--- config.mk ---
export PLATFORM = sky130hd
export DESIGN_NAME = http_chunked_body_decoder
export DESIGN_NICKNAME = d
export VERILOG_FILES = /design/src/design/chbd_pkg.sv /design/src/design/http_chunked_body_decoder.sv /design/src/design/chbd_in_stage.sv /design/src/design/chbd_core.sv
export SDC_FILE = /design/constraint.sdc
export NUM_CORES = 1
export LEC_CHECK = 0
export BUFFER_PORTS_ARGS = -buffer_cell sky130_fd_sc_hd__buf_2
export CORE_ASPECT_RATIO = 0.6
export CORE_MARGIN = 5
export CORE_UTILIZATION = 57
export CTS_BUF_LIST = sky130_fd_sc_hd__clkbuf_8
export DETAILED_ROUTE_END_ITERATION = 7
export PLACE_DENSITY = 0.81
export RECOVER_POWER = 100
export SLEW_MARGIN = 20
export SYNTH_ARGS = -nofsm -noshare
export SYNTH_HDL_FRONTEND = slang
export SYNTH_SLANG_ARGS = --single-unit
--- constraint.sdc ---
create_clock -name aclk -period 2.69 [get_ports aclk]
set_input_delay 0.1345 -clock aclk [delete_from_list [all_inputs] [get_ports aclk]]
set_output_delay 0.1345 -clock aclk [all_outputs]
set_load 0.02 [all_outputs]
--- src/design/chbd_pkg.sv ---
// Package for the chunked body decoder: phase and status codes, item and
// result structs, character class helpers. No dependencies.
`default_nettype none

package chbd_pkg;

    typedef enum logic [2:0] {
        PH_SIZE    = 3'd0,
        PH_DATA    = 3'd1,
        PH_SKIP_CR = 3'd2,
        PH_SKIP_LF = 3'd3,
        PH_DONE    = 3'd4,
        PH_FAIL    = 3'd5
    } phase_t;

    typedef enum logic [1:0] {
        ST_DECODING = 2'd0,
        ST_FINAL    = 2'd1,
        ST_FAILED   = 2'd2
    } status_t;

    localparam logic [7:0] CHAR_LF = 8'h0A;
    localparam logic [7:0] CHAR_CR = 8'h0D;
    localparam logic [7:0] CHAR_SP = 8'h20;
    localparam logic [7:0] CHAR_HT = 8'h09;
    localparam logic [7:0] CHAR_VT = 8'h0B;
    localparam logic [7:0] CHAR_FF = 8'h0C;

    typedef struct packed {
        logic [7:0] in_byte;
        logic       restart;
        logic       buffer_last;
    } item_t;

    typedef struct packed {
        logic       payload_valid;
        logic [7:0] out_byte;
        status_t    status;
        logic       buffer_done;
    } result_t;

    typedef struct packed {
        logic       ok;
        logic [3:0] value;
    } hex_t;

    function automatic hex_t hex_decode(input logic [7:0] c);
        hex_t h;
        h.ok    = 1'b1;
        h.value = 4'd0;
        if (c >= 8'h30 && c <= 8'h39) begin
            h.value = 4'(c - 8'h30);
        end else if (c >= 8'h61 && c <= 8'h66) begin
            h.value = 4'(c - 8'h57);
        end else if (c >= 8'h41 && c <= 8'h46) begin
            h.value = 4'(c - 8'h37);
        end else begin
            h.ok = 1'b0;
        end
        return h;
    endfunction

    function automatic logic is_blank(input logic [7:0] c);
        return c == CHAR_SP || c == CHAR_HT || c == CHAR_VT || c == CHAR_FF
            || c == CHAR_CR;
    endfunction

endpackage

`default_nettype wire

--- src/design/http_chunked_body_decoder.sv ---
// Top level of the HTTP chunked body decoder: input register, decode step,
// result register. Uses chbd_pkg, chbd_in_stage and chbd_core.
//
// Usage:
//   s_ carries one body byte per item (tdata), tuser[0] = restart, which
//   returns the decoder to the size line before the byte, and tlast = last
//   byte of a receive buffer.
//   m_ gives exactly one result per input item: tdata = payload byte (zero
//   when not payload), tuser[0] = payload flag, tuser[2:1] = status after
//   the byte (0 decoding, 1 final chunk seen, 2 failed), tlast = echo of
//   the input tlast.
//   Path: an accepted item passes the input register and then the result
//   register before it shows on m_tvalid.
//   Throughput: one item per cycle while m_tready stays high; the decode
//   step is a single combinational pass between the two registers.
//   Reset: aresetn low empties both registers and returns the decoder to
//   the size line with all counts cleared.
//   Stall: while m_tready is low the result holds; one more item may wait
//   in the input register, then s_tready drops.
`default_nettype none

module http_chunked_body_decoder #(
    parameter int COUNT_BITS = 32
) (
    input  wire logic       aclk,
    input  wire logic       aresetn,
    input  wire logic       s_tvalid,
    output logic            s_tready,
    input  wire logic [7:0] s_tdata,   // in_byte
    input  wire logic [0:0] s_tuser,   // restart
    input  wire logic       s_tlast,
    output logic            m_tvalid,
    input  wire logic       m_tready,
    output logic [7:0]      m_tdata,   // out_byte
    output logic [2:0]      m_tuser,   // payload_valid, status[1:0]
    output logic            m_tlast
);

    chbd_pkg::item_t   s_item;
    chbd_pkg::item_t   item;
    chbd_pkg::result_t result;
    logic              item_valid;
    logic              out_free;
    logic              step;

    logic              m_valid_reg;
    logic [7:0]        m_data_reg;
    logic [2:0]        m_user_reg;
    logic              m_last_reg;

    assign s_item.in_byte     = s_tdata;
    assign s_item.restart     = s_tuser[0];
    assign s_item.buffer_last = s_tlast;

    assign out_free = !m_valid_reg || m_tready;
    assign step     = item_valid && out_free;

    chbd_in_stage u_in (
        .aclk       (aclk),
        .aresetn    (aresetn),
        .s_tvalid   (s_tvalid),
        .s_tready   (s_tready),
        .s_item     (s_item),
        .take       (out_free),
        .item_valid (item_valid),
        .item       (item)
    );

    chbd_core #(
        .COUNT_BITS (COUNT_BITS)
    ) u_core (
        .aclk    (aclk),
        .aresetn (aresetn),
        .step    (step),
        .item    (item),
        .result  (result)
    );

    always_ff @(posedge aclk) begin
        if (!aresetn) begin
            m_valid_reg <= 1'b0;
        end else if (out_free) begin
            m_valid_reg <= item_valid;
        end
    end

    always_ff @(posedge aclk) begin
        if (step) begin
            m_data_reg <= result.out_byte;
            m_user_reg <= {result.status, result.payload_valid};
            m_last_reg <= result.buffer_done;
        end
    end

    assign m_tvalid = m_valid_reg;
    assign m_tdata  = m_data_reg;
    assign m_tuser  = m_user_reg;
    assign m_tlast  = m_last_reg;

`ifndef SYNTHESIS
    a_payload_while_decoding: assert property (@(posedge aclk) disable iff (!aresetn)
        m_tvalid && m_tuser[0] |-> m_tuser[2:1] == chbd_pkg::ST_DECODING)
        else $error("payload item with final or failed status");

    a_zero_when_not_payload: assert property (@(posedge aclk) disable iff (!aresetn)
        m_tvalid && !m_tuser[0] |-> m_tdata == 8'd0)
        else $error("non-payload item carries a nonzero byte");

    a_ready_only_on_stall: assert property (@(posedge aclk) disable iff (!aresetn)
        !s_tready |-> m_tvalid && !m_tready)
        else $error("input held off without an output stall");

    a_step_loads_result: assert property (@(posedge aclk) disable iff (!aresetn)
        step |=> m_tvalid)
        else $error("decoded item lost before the result register");
`endif

endmodule

`default_nettype wire

--- src/design/chbd_in_stage.sv ---
// Input register of the chunked body decoder: takes one item from the
// slave stream and holds it until the decode step uses it. Uses chbd_pkg.
`default_nettype none

module chbd_in_stage (
    input  wire logic          aclk,
    input  wire logic          aresetn,
    input  wire logic          s_tvalid,
    output logic               s_tready,
    input  wire chbd_pkg::item_t s_item,
    input  wire logic          take,
    output logic               item_valid,
    output chbd_pkg::item_t    item
);

    logic            valid_reg;
    chbd_pkg::item_t item_reg;

    assign s_tready   = !valid_reg || take;
    assign item_valid = valid_reg;
    assign item       = item_reg;

    always_ff @(posedge aclk) begin
        if (!aresetn) begin
            valid_reg <= 1'b0;
        end else if (s_tready) begin
            valid_reg <= s_tvalid;
        end
    end

    always_ff @(posedge aclk) begin
        if (s_tready && s_tvalid) begin
            item_reg <= s_item;
        end
    end

endmodule

`default_nettype wire

--- src/design/chbd_core.sv ---
// Decode step and decoder state of the chunked body decoder: size line
// parsing, payload count and CR/LF skipping. Uses chbd_pkg.
`default_nettype none

module chbd_core #(
    parameter int COUNT_BITS = 32
) (
    input  wire logic            aclk,
    input  wire logic            aresetn,
    input  wire logic            step,
    input  wire chbd_pkg::item_t item,
    output chbd_pkg::result_t    result
);

    chbd_pkg::phase_t        phase_reg, phase_next;
    logic [COUNT_BITS-1:0]   bytes_left_reg, bytes_left_next;
    logic [COUNT_BITS-1:0]   accum_reg, accum_next;
    logic                    seen_reg, seen_next;
    logic                    ended_reg, ended_next;
    logic                    ovf_reg, ovf_next;

    chbd_pkg::phase_t        ph;
    logic [COUNT_BITS-1:0]   bl, acc;
    logic                    seen, ended, ovf;

    chbd_pkg::phase_t        lb_phase;
    logic [COUNT_BITS-1:0]   lb_bytes_left, lb_accum;
    logic                    lb_seen, lb_ended, lb_ovf;
    chbd_pkg::hex_t          hex;
    logic [7:0]              c;

    assign c   = item.in_byte;
    assign hex = chbd_pkg::hex_decode(c);

    // restart clears the decoder before this item is handled
    always_comb begin
        ph    = item.restart ? chbd_pkg::PH_SIZE : phase_reg;
        bl    = item.restart ? '0 : bytes_left_reg;
        acc   = item.restart ? '0 : accum_reg;
        seen  = item.restart ? 1'b0 : seen_reg;
        ended = item.restart ? 1'b0 : ended_reg;
        ovf   = item.restart ? 1'b0 : ovf_reg;
    end

    // one byte of the size line
    always_comb begin
        lb_phase      = chbd_pkg::PH_SIZE;
        lb_bytes_left = bl;
        lb_accum      = acc;
        lb_seen       = seen;
        lb_ended      = ended;
        lb_ovf        = ovf;
        if (c == chbd_pkg::CHAR_LF) begin
            if (!seen || ovf) begin
                lb_phase = chbd_pkg::PH_FAIL;
            end else if (acc == '0) begin
                lb_phase = chbd_pkg::PH_DONE;
            end else begin
                lb_phase      = chbd_pkg::PH_DATA;
                lb_bytes_left = acc;
            end
            lb_accum = '0;
            lb_seen  = 1'b0;
            lb_ended = 1'b0;
            lb_ovf   = 1'b0;
        end else if (!ended) begin
            if (hex.ok) begin
                lb_seen = 1'b1;
                if (!ovf) begin
                    if (acc[COUNT_BITS-1 -: 4] != 4'd0) begin
                        lb_ovf = 1'b1;
                    end else begin
                        lb_accum = {acc[COUNT_BITS-5:0], hex.value};
                    end
                end
            end else if (!(!seen && chbd_pkg::is_blank(c))) begin
                lb_ended = 1'b1;
            end
        end
    end

    always_comb begin
        phase_next      = ph;
        bytes_left_next = bl;
        accum_next      = acc;
        seen_next       = seen;
        ended_next      = ended;
        ovf_next        = ovf;
        result.payload_valid = 1'b0;
        result.out_byte      = 8'd0;
        result.buffer_done   = item.buffer_last;
        unique case (ph) inside
            chbd_pkg::PH_DONE, chbd_pkg::PH_FAIL: begin
            end
            chbd_pkg::PH_DATA: begin
                result.payload_valid = 1'b1;
                result.out_byte      = c;
                if (bl[COUNT_BITS-1:1] == '0) begin
                    bytes_left_next = '0;
                    phase_next      = chbd_pkg::PH_SKIP_CR;
                end else begin
                    bytes_left_next = bl - COUNT_BITS'(1);
                end
            end
            chbd_pkg::PH_SKIP_CR: begin
                if (c == chbd_pkg::CHAR_CR) begin
                    phase_next = chbd_pkg::PH_SKIP_LF;
                end else if (c == chbd_pkg::CHAR_LF) begin
                    phase_next = chbd_pkg::PH_SIZE;
                end else begin
                    phase_next      = lb_phase;
                    bytes_left_next = lb_bytes_left;
                    accum_next      = lb_accum;
                    seen_next       = lb_seen;
                    ended_next      = lb_ended;
                    ovf_next        = lb_ovf;
                end
            end
            chbd_pkg::PH_SKIP_LF: begin
                if (c == chbd_pkg::CHAR_LF) begin
                    phase_next = chbd_pkg::PH_SIZE;
                end else begin
                    phase_next      = lb_phase;
                    bytes_left_next = lb_bytes_left;
                    accum_next      = lb_accum;
                    seen_next       = lb_seen;
                    ended_next      = lb_ended;
                    ovf_next        = lb_ovf;
                end
            end
            default: begin
                phase_next      = lb_phase;
                bytes_left_next = lb_bytes_left;
                accum_next      = lb_accum;
                seen_next       = lb_seen;
                ended_next      = lb_ended;
                ovf_next        = lb_ovf;
            end
        endcase
        if (phase_next == chbd_pkg::PH_FAIL) begin
            result.status = chbd_pkg::ST_FAILED;
        end else if (phase_next == chbd_pkg::PH_DONE) begin
            result.status = chbd_pkg::ST_FINAL;
        end else begin
            result.status = chbd_pkg::ST_DECODING;
        end
    end

    always_ff @(posedge aclk) begin
        if (!aresetn) begin
            phase_reg      <= chbd_pkg::PH_SIZE;
            bytes_left_reg <= '0;
            accum_reg      <= '0;
            seen_reg       <= 1'b0;
            ended_reg      <= 1'b0;
            ovf_reg        <= 1'b0;
        end else if (step) begin
            phase_reg      <= phase_next;
            bytes_left_reg <= bytes_left_next;
            accum_reg      <= accum_next;
            seen_reg       <= seen_next;
            ended_reg      <= ended_next;
            ovf_reg        <= ovf_next;
        end
    end

endmodule

`default_nettype wire

==> impl_metrics.yaml <==
grt:
  track_usage: 0.320
  antenna_found_initial: 0
  grt.met2_usage: 0.417
  use_met3: 0.148
  grt_pass1_wl_um: 28100
  grt_pass1_vias: 5070
  grt_overflow_total: 0
  grtUsageMet1: 0.465
  grt_max_degree: 42
  top_usage_layer: "met1"
synthesis:
  synth_top_cell_by_area: "dfxtp_1"
  syn_inst: 589
  synth-edff-count: 22
  syn_avg_cell_area_um2: 8.72
  syn_nets: 608
  yosysUniqueCellTypes: 76
  netlist_area_um2: 5140
  synthTopCellsByArea: "dfxtp_1 28%, edfxtp_1 13%, o21ai_0 4.7%"
  ys_async_sr_fraction: 0
  synth_most_common_cell: "dfxtp_1"
  synth_ff_type: "dfxtp_1"
  yosysWarningCount: 0
  synth-seq-area-share: 0.409
  synth-seq-cells: 94
  synth_top_cell_area_share: 0.281
  synth_common_cells: "72 x dfxtp_1, 52 x nand2_1, 48 x o21ai_0"
power:
  p_seq_frac: 0.502
  p_int_mw: 2.06
  p_per_area_nw_per_um2: 512
  p_comb_frac: 0.205
  power.net_switching_mw: 0.978
  ir_drop_mv: 0.340
  leakage_nw: 2.22
  p_clk_frac: 0.292
  p_sw_frac: 0.321
sta:
  max-slew-margin-rel: 0.506
  rsz0062_at_grt: "yes"
  hold_viol_final: 0
  skew_ns: 0.00850
  tightest_slew_ns: 0.741
  period_needed_ns: 2.67
  setup_viol: 0
  post-route-period-util: 0.994
  clock.fmax_mhz: 374
  holdWs_ns: 0.0453
  slew_violations: 0
floorplanning:
  dieArea_um2: 11100
  fp.dieH_um: 83.5
  core_region_area_um2: 8650
  rows: 26
  boundaryPins: 28
  die_w_um: 133
  initial_core_util: 0.594
hold_path:
  hold_start: "m_tready"
  whs_endpoint: "m_tvalid"
  whs_path_depth: 4
  hold_class: "in2reg"
setup_path:
  startpoint_type: "flop"
  rr_endpoint: "u_core.bytes_left_reg[20]"
  path_depth: 7
  crit_buf_inv: 1
  path_class: "reg2reg"
  max_stage_delay_ns: 0.60
  rr_worst_depth: 7
  cp_max_fo: 4
  slowest_stage: "or4b_1"
  arrival_ns: 2.94
  required_ns: 2.96
  rrSetupSlack_ns: 0.02
  cp_top_family: "simple AND/OR/NAND/NOR gates"
  path_cells: "or4b_1 > or4_1 > a21oi_2 > o22ai_1 > a221oi_2 > buf_4 > a21oi_1"
  cp-end-kind: "flop"
  reg2reg_from: "u_in.item[7]"
run:
  maxCapViolations: 0
status:
  status: "finished with violations"
  violations: "design-rule violations"
finish:
  diodes: 0
  num-fill-cells: 693
  design.final.nets: 677
  drive_above_1_share: 0.161
  syn_to_final_growth_pct: 15.5
  utilization: 0.686
clocking:
  clockRootBuffer: "clkbuf_8"
  path_clk_slew_ns: 0.09
  cts_tree: "built"
  numCtsBuffers: 9
  cts_sinks: 94
  clk_path_buf_depth: 2
  htreeDepth: 3
  clock_latency_ns: 0.38
placement:
  hpwl_um: 12800
  port_buffers: 27
  routabilityCongestion: 1.03
detailed_routing:
  first_iter_violations: 1218
  vias_per_cell: 7.17
  wirelength_um: 18100
  drc_errors: 17
  ant_nets: 0
  firstDrtPassIters: 8
  wl_per_cell_um: 23.4
  vias: 5560
## worst reg2reg max path, stage by stage (launching register included)
cell and delay [ns]:
edfxtp_1 0.43, or4b_1 0.60, or4_1 0.56, a21oi_2 0.21, o22ai_1 0.17, a221oi_2 0.36, buf_4 0.18, a21oi_1 0.05
## layout make-up
| cell class | instances | area, um2 | share of cell area |
|---|---|---|---|
| clock buffer | 9 | 124 | 0.0209 |
| clock inverter | 7 | 55.1 | 0.00928 |
| inverter | 12 | 45.0 | 0.00759 |
| multi-input combinational | 448 | 2840 | 0.479 |
| sequential | 94 | 2100 | 0.355 |
| tap | 112 | 140 | 0.0236 |
| timing repair buffer | 93 | 624 | 0.105 |
## stage by stage
step | TNS (ns) | instance area [um2] | instances | worst slack (ns) | power, mW
2_1_floorplan | 0 | 5140 | 589 | 0.000148 | 1.93
3_3_place_gp | 0 | 5650 | 741 | 0.0831 | 2.12
3_5_place_dp | 0 | 5650 | 741 | 0.0577 | 2.14
4_1_cts | 0 | 5930 | 768 | 0.0444 | 3.01
5_1_grt | -0.235 | 5930 | 775 | -0.0366 | 3.15
6_report | 0 | 5930 | 775 | 0.0155 | 3.04
## cell usage in the layout, fill, tap and decap left out, types with 6 or more instances in the layout
master and n:
nor2b_1 9, nor4_1 21, nor2_1 39, inv_1 10, a31oi_1 8, nor3_1 18, nand3_1 13, buf_4 46
nand2_1 52, a22oi_1 7, or2_2 6, clkbuf_1 18, a22o_1 27, a211oi_1 8, a32o_1 6, and2_1 8
buf_2 13, dlygate4sd3_1 11, o211ai_1 9, a21oi_1 43, clkbuf_8 9, o21ai_0 48, xnor2_1 6, nand4_1 10
dfxtp_1 70, a221o_1 6, edfxtp_1 22
## worst max path at each step
stage,startpoint,end
CTS,u_in.item[7],u_core.bytes_left_reg[20]
global placement,u_in.item[7],u_core.bytes_left_reg[20]
floorplan,u_in.item[1],u_core.bytes_left_reg[6]
global route,u_in.item[7],u_core.bytes_left_reg[31]
detailed placement,u_in.item[7],u_core.bytes_left_reg[20]
finish,u_in.item[7],u_core.bytes_left_reg[20]
## power by group through the flow
stage	clock, mW	sequential (mW)	combinational, mW
finish	0.889	1.53	0.625
global route	0.951	1.53	0.663
CTS	0.890	1.52	0.598
detailed placement	0	1.56	0.581
global placement	0	1.55	0.571
floorplan	0	1.55	0.372
## routing by layer
metal	wire length, um	part of all wire
met1	7220	0.40
met2	6770	0.37
met3	3560	0.20
met4	556	0.031
met5	0	0
## repair_timing
item                                    4_1_cts  5_1_grt
resized for setup                             0        7
hold buffers                                 11        0
endpoints found under the hold margin        11        0
setup buffers                                 0        7
endpoints found under the setup margin        0       11
## kinds of logic (layout without fill, tap and decap cells)
| group | Yosys count | count (layout) | synth area share |
|---|---|---|---|
| flops | 94 | 94 | 0.409 |
| mux | 6 | 6 | 0.0129 |
| compound gates | 213 | 213 | 0.290 |
| fa+ha+maj | 5 | 5 | 0.0122 |
| simple gates | 214 | 214 | 0.220 |
| xor+xnor | 10 | 10 | 0.0171 |
| buf+inv | 47 | 121 | 0.0382 |
Power figures use the tool's default switching activity.
